## src/rtl/pbpa_pkg.sv

```systemverilog
`timescale 1ns / 1ps
`default_nettype none
// ----------------------------------------------------------------------------
// pbpa_pkg
// Shared constants and types for the per-link bad-packet alarm.
// ----------------------------------------------------------------------------
package pbpa_pkg;

  localparam int TABLE_ENTRIES_DEF = 16;

  localparam int LINK_ADDR_W = 32;
  localparam int LOST_W      = 16;
  localparam int COUNT_W     = 8;

  localparam logic [COUNT_W-1:0] THRESHOLD_RESET = 8'd3;
  localparam logic [COUNT_W-1:0] COUNTER_MAX     = 8'd255;

  localparam int APB_ADDR_W = 2;
  localparam int APB_DATA_W = 32;

  localparam logic [APB_ADDR_W-1:0] ADDR_ALARM_THRESHOLD = 2'd0;

  typedef struct packed {
    logic [LINK_ADDR_W-1:0] link_addr;
    logic [COUNT_W-1:0]     count;
  } pbpa_entry_t;

endpackage
`default_nettype wire

```

## src/rtl/pbpa_ram.sv

```systemverilog
`timescale 1ns / 1ps
`default_nettype none
// ----------------------------------------------------------------------------
// pbpa_ram
// Generic single-write, single-read RAM with registered read data.
// ----------------------------------------------------------------------------
module pbpa_ram #(
  parameter int WIDTH = 8,
  parameter int DEPTH = 16,
  localparam int AW   = (DEPTH > 1) ? $clog2(DEPTH) : 1
) (
  input  logic             clk,
  input  logic             wr_en,
  input  logic [AW-1:0]    wr_addr,
  input  logic [WIDTH-1:0] wr_data,
  input  logic             rd_en,
  input  logic [AW-1:0]    rd_addr,
  output logic [WIDTH-1:0] rd_data
);

  logic [WIDTH-1:0] mem [DEPTH];

  always_ff @(posedge clk) begin
    if (wr_en) begin
      mem[wr_addr] <= wr_data;
    end
    if (rd_en) begin
      rd_data <= mem[rd_addr];
    end
  end

endmodule
`default_nettype wire

```

## src/rtl/pbpa_apb.sv

```systemverilog
`timescale 1ns / 1ps
`default_nettype none
// ----------------------------------------------------------------------------
// pbpa_apb
// Configuration register file: alarm threshold.
// ----------------------------------------------------------------------------
module pbpa_apb (
  input  logic                            clk,
  input  logic                            rst,
  input  logic                            psel,
  input  logic                            penable,
  input  logic                            pwrite,
  input  logic [pbpa_pkg::APB_ADDR_W-1:0] paddr,
  input  logic [pbpa_pkg::APB_DATA_W-1:0] pwdata,
  output logic [pbpa_pkg::APB_DATA_W-1:0] prdata,
  output logic                            pready,
  output logic [pbpa_pkg::COUNT_W-1:0]    threshold
);
  import pbpa_pkg::*;

  logic wr_hit;

  assign pready = 1'b1;
  assign wr_hit = psel && penable && pwrite && (paddr == ADDR_ALARM_THRESHOLD);

  always_ff @(posedge clk) begin
    if (rst) begin
      threshold <= THRESHOLD_RESET;
    end else if (wr_hit) begin
      threshold <= pwdata[COUNT_W-1:0];
    end
  end

  always_comb begin
    prdata = '0;
    if (paddr == ADDR_ALARM_THRESHOLD) begin
      prdata = {{(APB_DATA_W-COUNT_W){1'b0}}, threshold};
    end
  end

endmodule
`default_nettype wire

```

## src/rtl/pbpa_ctrl.sv

```systemverilog
`timescale 1ns / 1ps
`default_nettype none
// ----------------------------------------------------------------------------
// pbpa_ctrl
// Scans the link table in RAM, updates the counter and holds the result.
// ----------------------------------------------------------------------------
module pbpa_ctrl #(
  parameter int TABLE_ENTRIES = pbpa_pkg::TABLE_ENTRIES_DEF
) (
  input  logic                             clk,
  input  logic                             rst,
  input  logic                             in_valid,
  output logic                             in_stall,
  input  logic [pbpa_pkg::LINK_ADDR_W-1:0] link_address,
  input  logic                             crc_good,
  input  logic [pbpa_pkg::LOST_W-1:0]      lost_count,
  output logic                             out_valid,
  input  logic                             out_stall,
  output logic                             alert,
  output logic [pbpa_pkg::LINK_ADDR_W-1:0] alert_address,
  output logic [pbpa_pkg::COUNT_W-1:0]     bad_count,
  output logic                             table_full,
  input  logic [pbpa_pkg::COUNT_W-1:0]     threshold
);
  import pbpa_pkg::*;

  localparam int IDX_W = (TABLE_ENTRIES > 1) ? $clog2(TABLE_ENTRIES) : 1;
  localparam int CNT_W = $clog2(TABLE_ENTRIES + 1);
  localparam int ENT_W = $bits(pbpa_entry_t);

  localparam logic ST_IDLE = 1'b0;
  localparam logic ST_SCAN = 1'b1;

  logic                   state;
  logic [CNT_W-1:0]       fill;
  logic [CNT_W-1:0]       issue_cnt;
  logic [IDX_W-1:0]       rd_idx;
  logic                   rd_pending;

  logic [LINK_ADDR_W-1:0] cur_addr;
  logic                   cur_crc;
  logic [LOST_W-1:0]      cur_lost;

  logic                   scanning;
  logic                   accept;
  logic                   hit;
  logic                   miss;
  logic                   finish;
  logic                   out_free;
  logic                   done;
  logic                   issue;
  logic                   full;
  logic                   bad_rpt;
  logic                   keep_cnt;
  logic [COUNT_W-1:0]     base_cnt;
  logic [COUNT_W-1:0]     new_cnt;

  logic                   ram_wr_en;
  logic [IDX_W-1:0]       ram_wr_addr;
  pbpa_entry_t            ram_wr_data;
  logic [ENT_W-1:0]       ram_rd_raw;
  pbpa_entry_t            ram_rd;

  assign scanning = (state == ST_SCAN);
  assign in_stall = scanning;
  assign accept   = in_valid && !in_stall;

  assign ram_rd   = pbpa_entry_t'(ram_rd_raw);
  assign hit      = scanning && rd_pending && (ram_rd.link_addr == cur_addr);
  assign miss     = scanning && !hit && (issue_cnt == fill);
  assign finish   = hit || miss;
  assign out_free = !out_valid || !out_stall;
  assign done     = finish && out_free;
  assign issue    = scanning && !finish && (issue_cnt != fill);
  assign full     = miss && (fill == CNT_W'(TABLE_ENTRIES));

  assign bad_rpt  = !cur_crc || (cur_lost != '0);
  assign keep_cnt = !cur_crc && (cur_lost != '0);
  assign base_cnt = hit ? ram_rd.count : '0;
  assign new_cnt  = (bad_rpt && (base_cnt != COUNTER_MAX)) ? base_cnt + 1'b1 : base_cnt;

  assign ram_wr_en             = done && !full;
  assign ram_wr_addr           = hit ? rd_idx : fill[IDX_W-1:0];
  assign ram_wr_data.link_addr = cur_addr;
  assign ram_wr_data.count     = keep_cnt ? new_cnt : '0;

  pbpa_ram #(
    .WIDTH (ENT_W),
    .DEPTH (TABLE_ENTRIES)
  ) u_ram (
    .clk     (clk),
    .wr_en   (ram_wr_en),
    .wr_addr (ram_wr_addr),
    .wr_data (ram_wr_data),
    .rd_en   (issue),
    .rd_addr (issue_cnt[IDX_W-1:0]),
    .rd_data (ram_rd_raw)
  );

  always_ff @(posedge clk) begin
    if (rst) begin
      state      <= ST_IDLE;
      fill       <= '0;
      issue_cnt  <= '0;
      rd_pending <= 1'b0;
    end else begin
      case (state)
        ST_IDLE: begin
          if (accept) begin
            state      <= ST_SCAN;
            issue_cnt  <= '0;
            rd_pending <= 1'b0;
          end
        end
        ST_SCAN: begin
          if (done) begin
            state      <= ST_IDLE;
            rd_pending <= 1'b0;
            if (miss && !full) begin
              fill <= fill + 1'b1;
            end
          end else if (!finish) begin
            rd_pending <= issue;
            if (issue) begin
              issue_cnt <= issue_cnt + 1'b1;
            end
          end
        end
        default: begin
          state <= ST_IDLE;
        end
      endcase
    end
  end

  always_ff @(posedge clk) begin
    if (issue) begin
      rd_idx <= issue_cnt[IDX_W-1:0];
    end
    if (accept) begin
      cur_addr <= link_address;
      cur_crc  <= crc_good;
      cur_lost <= lost_count;
    end
  end

  // output register
  always_ff @(posedge clk) begin
    if (rst) begin
      out_valid <= 1'b0;
    end else if (done) begin
      out_valid <= 1'b1;
    end else if (!out_stall) begin
      out_valid <= 1'b0;
    end
  end

  always_ff @(posedge clk) begin
    if (done) begin
      alert         <= !full && (new_cnt > threshold);
      alert_address <= cur_addr;
      bad_count     <= full ? '0 : new_cnt;
      table_full    <= full;
    end
  end

endmodule
`default_nettype wire

```

## src/rtl/per_link_bad_packet_alarm.sv

```systemverilog
`timescale 1ns / 1ps
`default_nettype none
// ----------------------------------------------------------------------------
// per_link_bad_packet_alarm
// Per-link bad-packet counter table with threshold alert.
// ----------------------------------------------------------------------------
// Channel  Direction  Handshake            Payload
// in       sink       in_valid / in_stall  link_address, crc_good, lost_count
// out      source     out_valid/ out_stall alert, alert_address, bad_count,
//                                          table_full
// cfg      APB slave  psel/penable/pready  alarm_threshold at byte address 0
//
// An item matching table entry k ends its scan once entry k is read; a new
// or dropped address is compared against all fill entries, where fill is
// the number of stored links. The table RAM is scanned one entry per cycle
// through its single read port; the worst case scans all TABLE_ENTRIES.
// Reset empties the table at once (fill count), no clearing pass.
// A stalled result is held in the output register while the next item scans.
// ----------------------------------------------------------------------------
module per_link_bad_packet_alarm #(
  parameter int TABLE_ENTRIES = pbpa_pkg::TABLE_ENTRIES_DEF
) (
  input  logic                             clk,
  input  logic                             rst,
  input  logic                             in_valid,
  output logic                             in_stall,
  input  logic [pbpa_pkg::LINK_ADDR_W-1:0] link_address,
  input  logic                             crc_good,
  input  logic [pbpa_pkg::LOST_W-1:0]      lost_count,
  output logic                             out_valid,
  input  logic                             out_stall,
  output logic                             alert,
  output logic [pbpa_pkg::LINK_ADDR_W-1:0] alert_address,
  output logic [pbpa_pkg::COUNT_W-1:0]     bad_count,
  output logic                             table_full,
  input  logic                             psel,
  input  logic                             penable,
  input  logic                             pwrite,
  input  logic [pbpa_pkg::APB_ADDR_W-1:0]  paddr,
  input  logic [pbpa_pkg::APB_DATA_W-1:0]  pwdata,
  output logic [pbpa_pkg::APB_DATA_W-1:0]  prdata,
  output logic                             pready
);
  import pbpa_pkg::*;

  logic [COUNT_W-1:0] threshold;

  pbpa_apb u_apb (
    .clk       (clk),
    .rst       (rst),
    .psel      (psel),
    .penable   (penable),
    .pwrite    (pwrite),
    .paddr     (paddr),
    .pwdata    (pwdata),
    .prdata    (prdata),
    .pready    (pready),
    .threshold (threshold)
  );

  pbpa_ctrl #(
    .TABLE_ENTRIES (TABLE_ENTRIES)
  ) u_ctrl (
    .clk           (clk),
    .rst           (rst),
    .in_valid      (in_valid),
    .in_stall      (in_stall),
    .link_address  (link_address),
    .crc_good      (crc_good),
    .lost_count    (lost_count),
    .out_valid     (out_valid),
    .out_stall     (out_stall),
    .alert         (alert),
    .alert_address (alert_address),
    .bad_count     (bad_count),
    .table_full    (table_full),
    .threshold     (threshold)
  );

endmodule
`default_nettype wire

```

## config.mk

```make
export PLATFORM = sky130hd
export DESIGN_NAME = per_link_bad_packet_alarm
export DESIGN_NICKNAME = d
export VERILOG_FILES = /design/src/rtl/pbpa_pkg.sv /design/src/rtl/pbpa_ram.sv /design/src/rtl/pbpa_apb.sv /design/src/rtl/pbpa_ctrl.sv /design/src/rtl/per_link_bad_packet_alarm.sv
export SDC_FILE = /design/constraint.sdc
export NUM_CORES = 1
export LEC_CHECK = 0
export BUFFER_PORTS_ARGS = -buffer_cell sky130_fd_sc_hd__buf_2
export CORE_MARGIN = 2
export CORE_UTILIZATION = 35
export DETAILED_ROUTE_END_ITERATION = 6
export GPL_TIMING_DRIVEN = 0
export MAX_ROUTING_LAYER = met4
export PLACE_DENSITY = 0.62
export SYNTH_ARGS = -nofsm -noshare
export SYNTH_HDL_FRONTEND = slang
export SYNTH_SLANG_ARGS = --single-unit
```

## constraint.sdc

```tcl
create_clock -name clk -period 15.4 [get_ports clk]
set_input_delay 0.77 -clock clk [delete_from_list [all_inputs] [get_ports clk]]
set_output_delay 0.77 -clock clk [all_outputs]
set_load 0.01 [all_outputs]
```

==> reports/metrics.cfg <==
[floorplanning]
rows = 108
dieArea_mm2 = 0.0896
fp.dieH_um = 299
coreArea_mm2 = 0.0866
start_util_pct = 35.3
die_x_um = 299
ios = 167

[sta]
timing.final.crit_share_pct = 38.4
period_needed_ns = 5.91
worst_pin_slew_ns = 1.24
rsz0062_at_grt = no
max_freq_ghz = 0.169
slew_headroom_pct = 17.4
whs_ns = 0.312
fin_setup_tns_ns = 0
setup_violations = 0
hold_viol = 0
slew_viol_final = 0
finClkSkew_ns = 0.0286
postLayoutSetupSlackWorst_ns = 9.49

[pwr]
p_comb_share_pct = 5.8
vdd.ir_drop.worst_mv = 0.0841
p_seq_share_pct = 51.4
p_sw_mw = 1.06
p_leak_nw = 11.8
clock_power_share_pct = 42.8
sw_frac_of_total_pct = 21.8
powerDensity_mw_per_mm2 = 133
p_int_mw = 3.81

[setup_path]
r2r_start = u_ctrl.cur_addr[25]
start_kind = flop
end_kind = flop
arrival_ns = 6.29
cpMostUsedCell = and2_1
path_class = flop to flop
cp_cell_sequence = xor2_1, nor4_1, nand4_1, nor4_4, and2_1, ha_1, and2_1, and2_1, and3_1, clkbuf_1, o21bai_1, nand2_1, nand2_1, ha_1, nor2b_1, o21a_1, o21ai_0, nand2b_1, a21oi_1, o21a_1, a211oi_1
path_max_fanout = 18
reg2reg_slack_ns = 9.49
reg2reg_to = u_ctrl.alert
crit_required_ns = 15.78
cp_slowest_cell = nor4_1
slowest_delay_ns = 0.86
reg2reg_depth = 21

[placed_design]
placed_cell_area_mm2 = 0.0337
dp_slack_ns = 9.59
dp_hpwl_um = 44400
numPortBuffers = 115
place.gp.congestion = 0.814

[finish]
register_area_mm2 = 0.0237
area.growth.synth_to_final_pct = 19.7
diodes = 0
fillers = 7363
fin_area_mm2 = 0.0365
final_common_cell = edfxtp_1
layout_common_cells = 775 x edfxtp_1, 200 x mux4_2, 139 x buf_2
nets = 1754
fin_util_pct = 42.2
multi_input_area_mm2 = 0.00661
final_layout_size_suffix_gt1_share_pct = 34.1

[worst_hold_path]
min_to = u_ctrl.cur_addr[16]
whs_path_depth = 1
hold_path_class = primary input to flop
min_from = link_address[16]

[clock_network]
cts_inserted_buffers = 84
hold_buffers = 0
clk_path_buf_depth = 3
htree_levels = 3
post_cts_resized = 0
root_buffer = clkbuf_16
cts_tree = done
worstSkewPairLatency_ns = 0.64
clkSlewWorstSetupHoldPaths_ns = 0.06
post_cts.repair.setup_buffers = 0
cts_sinks = 796

[logic_synthesis]
async_reset_ff_share_pct = 0
ys.flop_type = edfxtp_1
yosysWarningCount = 0
synth_top_area_cell = edfxtp_1
synth_seq_area_share_pct = 77.6
ys_types = 55
synth_edf_count = 775
synth_top_area_share_pct = 76.2
synthTopCellsByArea = edfxtp_1 76%, mux4_2 15%, dfxtp_1 1.4%
synth-seq-cells = 796
avgSynthCellArea_um2 = 22.3
syn_inst = 1372
netlist_area_mm2 = 0.0305

[grt]
track_usage_pct = 16.4
grt_pass1_wl_um = 104000
antenna_found_initial = 0
grt_pass1_vias = 15200
grt-ovfl-total = 0
grt_max_degree = 48

[detailed_routing]
num_vias = 14800
ant_nets = 0
wirelength_um = 71100
drtPass1Iterations = 6
drt_iter0_markers = 1664
viasPerCell = 5.14
route.detailed.drc = 0
drt-wirelength-per-cell_um = 24.8

[run]
drv_cap = 0

[run_status]
status = finished clean

[worst max-delay path by stage]
stage / start / endpoint / depth (start not counted) / slack [ns]
after detailed placement: u_ctrl.cur_addr[25] / u_ctrl.alert / 21 / 9.59
after floorplan: out_stall / u_ctrl.u_ram.mem[1][0] / 5 / 9.20
final: u_ctrl.cur_addr[25] / u_ctrl.alert / 21 / 9.49
after global routing: u_ctrl.cur_addr[26] / u_ctrl.alert / 21 / 9.16
after CTS: u_ctrl.cur_addr[25] / u_ctrl.u_ram.mem[2][3] / 13 / 9.54
after global placement: u_ctrl.issue_cnt[1] / u_ctrl.u_ram.mem[1][27] / 6 / 3.22
[state kept, by name, summed over array words and instances (netlist names), 4 cells and up]
name                  flops
u_apb.threshold           8
u_ctrl.bad_count          8
u_ctrl.cur_lost          16
u_ctrl.rd_idx             4
u_ctrl.issue_cnt          5
u_ctrl.fill               5
u_ctrl.u_ram.mem        640
u_ctrl.alert_address     32
u_ctrl.cur_addr          32
u_ctrl.u_ram.rd_data     40
[cell families after synthesis]
group                    count (synthesis)  synth area share (%)
flip-flops                             796                  77.6
multiplexers                           208                  15.0
AND/OR/NAND/NOR                        159                  2.77
buffers and inverters                  102                  1.70
AO/OA/AOI/OAI                           47                  1.10
XOR/XNOR                                46                  1.32
adder cells (fa/ha/maj)                 12                 0.492
other                                    2                0.0246
[synth_stat cells, drive strengths merged (10+ instances only)]
library cell and instances:
dfxtp 21, a21oi 10, nand3 23, mux4 200, nor3 14, nand2 27, xor2 31, inv 15
xnor2 15, nor4 13, nor2 42, buf 60, edfxtp 775, ha 12, clkbuf 27
[critical path, delay by kind of cell, from the launching register on]
kind | cells | cell delay, ns
AND/OR/NAND/NOR | 11 | 3.07
AO/OA/AOI/OAI | 6 | 0.91
flip-flops | 1 | 0.73
adder cells (fa/ha/maj) | 2 | 0.44
XOR/XNOR | 1 | 0.25
buffers and inverters | 1 | 0.24
[per-layer routing]
metal / track usage (%) / part of all wire, % / up-vias
met5: - / 0 / -
li1: - / - / 6246
met1: 22.7 / 43 / 7770
met4: 4.00 / 1.7 / 0
met3: 3.07 / 7.8 / 107
met2: 25.4 / 48 / 646
[power groups by stage]
| stage | Clock [mW] | Sequential, mW | Combinational, mW |
|---|---|---|---|
| finish | 2.09 | 2.50 | 0.284 |
| global route | 2.22 | 2.51 | 0.306 |
| CTS | 2.13 | 2.51 | 0.291 |
| detailed placement | 0 | 2.55 | 0.289 |
| global placement | 0 | 2.56 | 0.263 |
| floorplan | 0 | 2.54 | 0.163 |
[final cells by class]
type	instances	area share (%)
sequential	796	64.8
multi-input combinational	497	18.1
clock buffer	99	6.07
tap	1155	3.95
timing repair buffer	171	3.86
clock inverter	54	1.77
buffer	87	1.26
inverter	15	0.154
[stage by stage]
stage               power (mW)  cells
global placement          2.82   2665
global route              5.03   2874
CTS                       4.93   2874
floorplan                 2.71   1395
finish                    4.87   2874
detailed placement        2.84   2721
(Power assumes the default switching activity.)
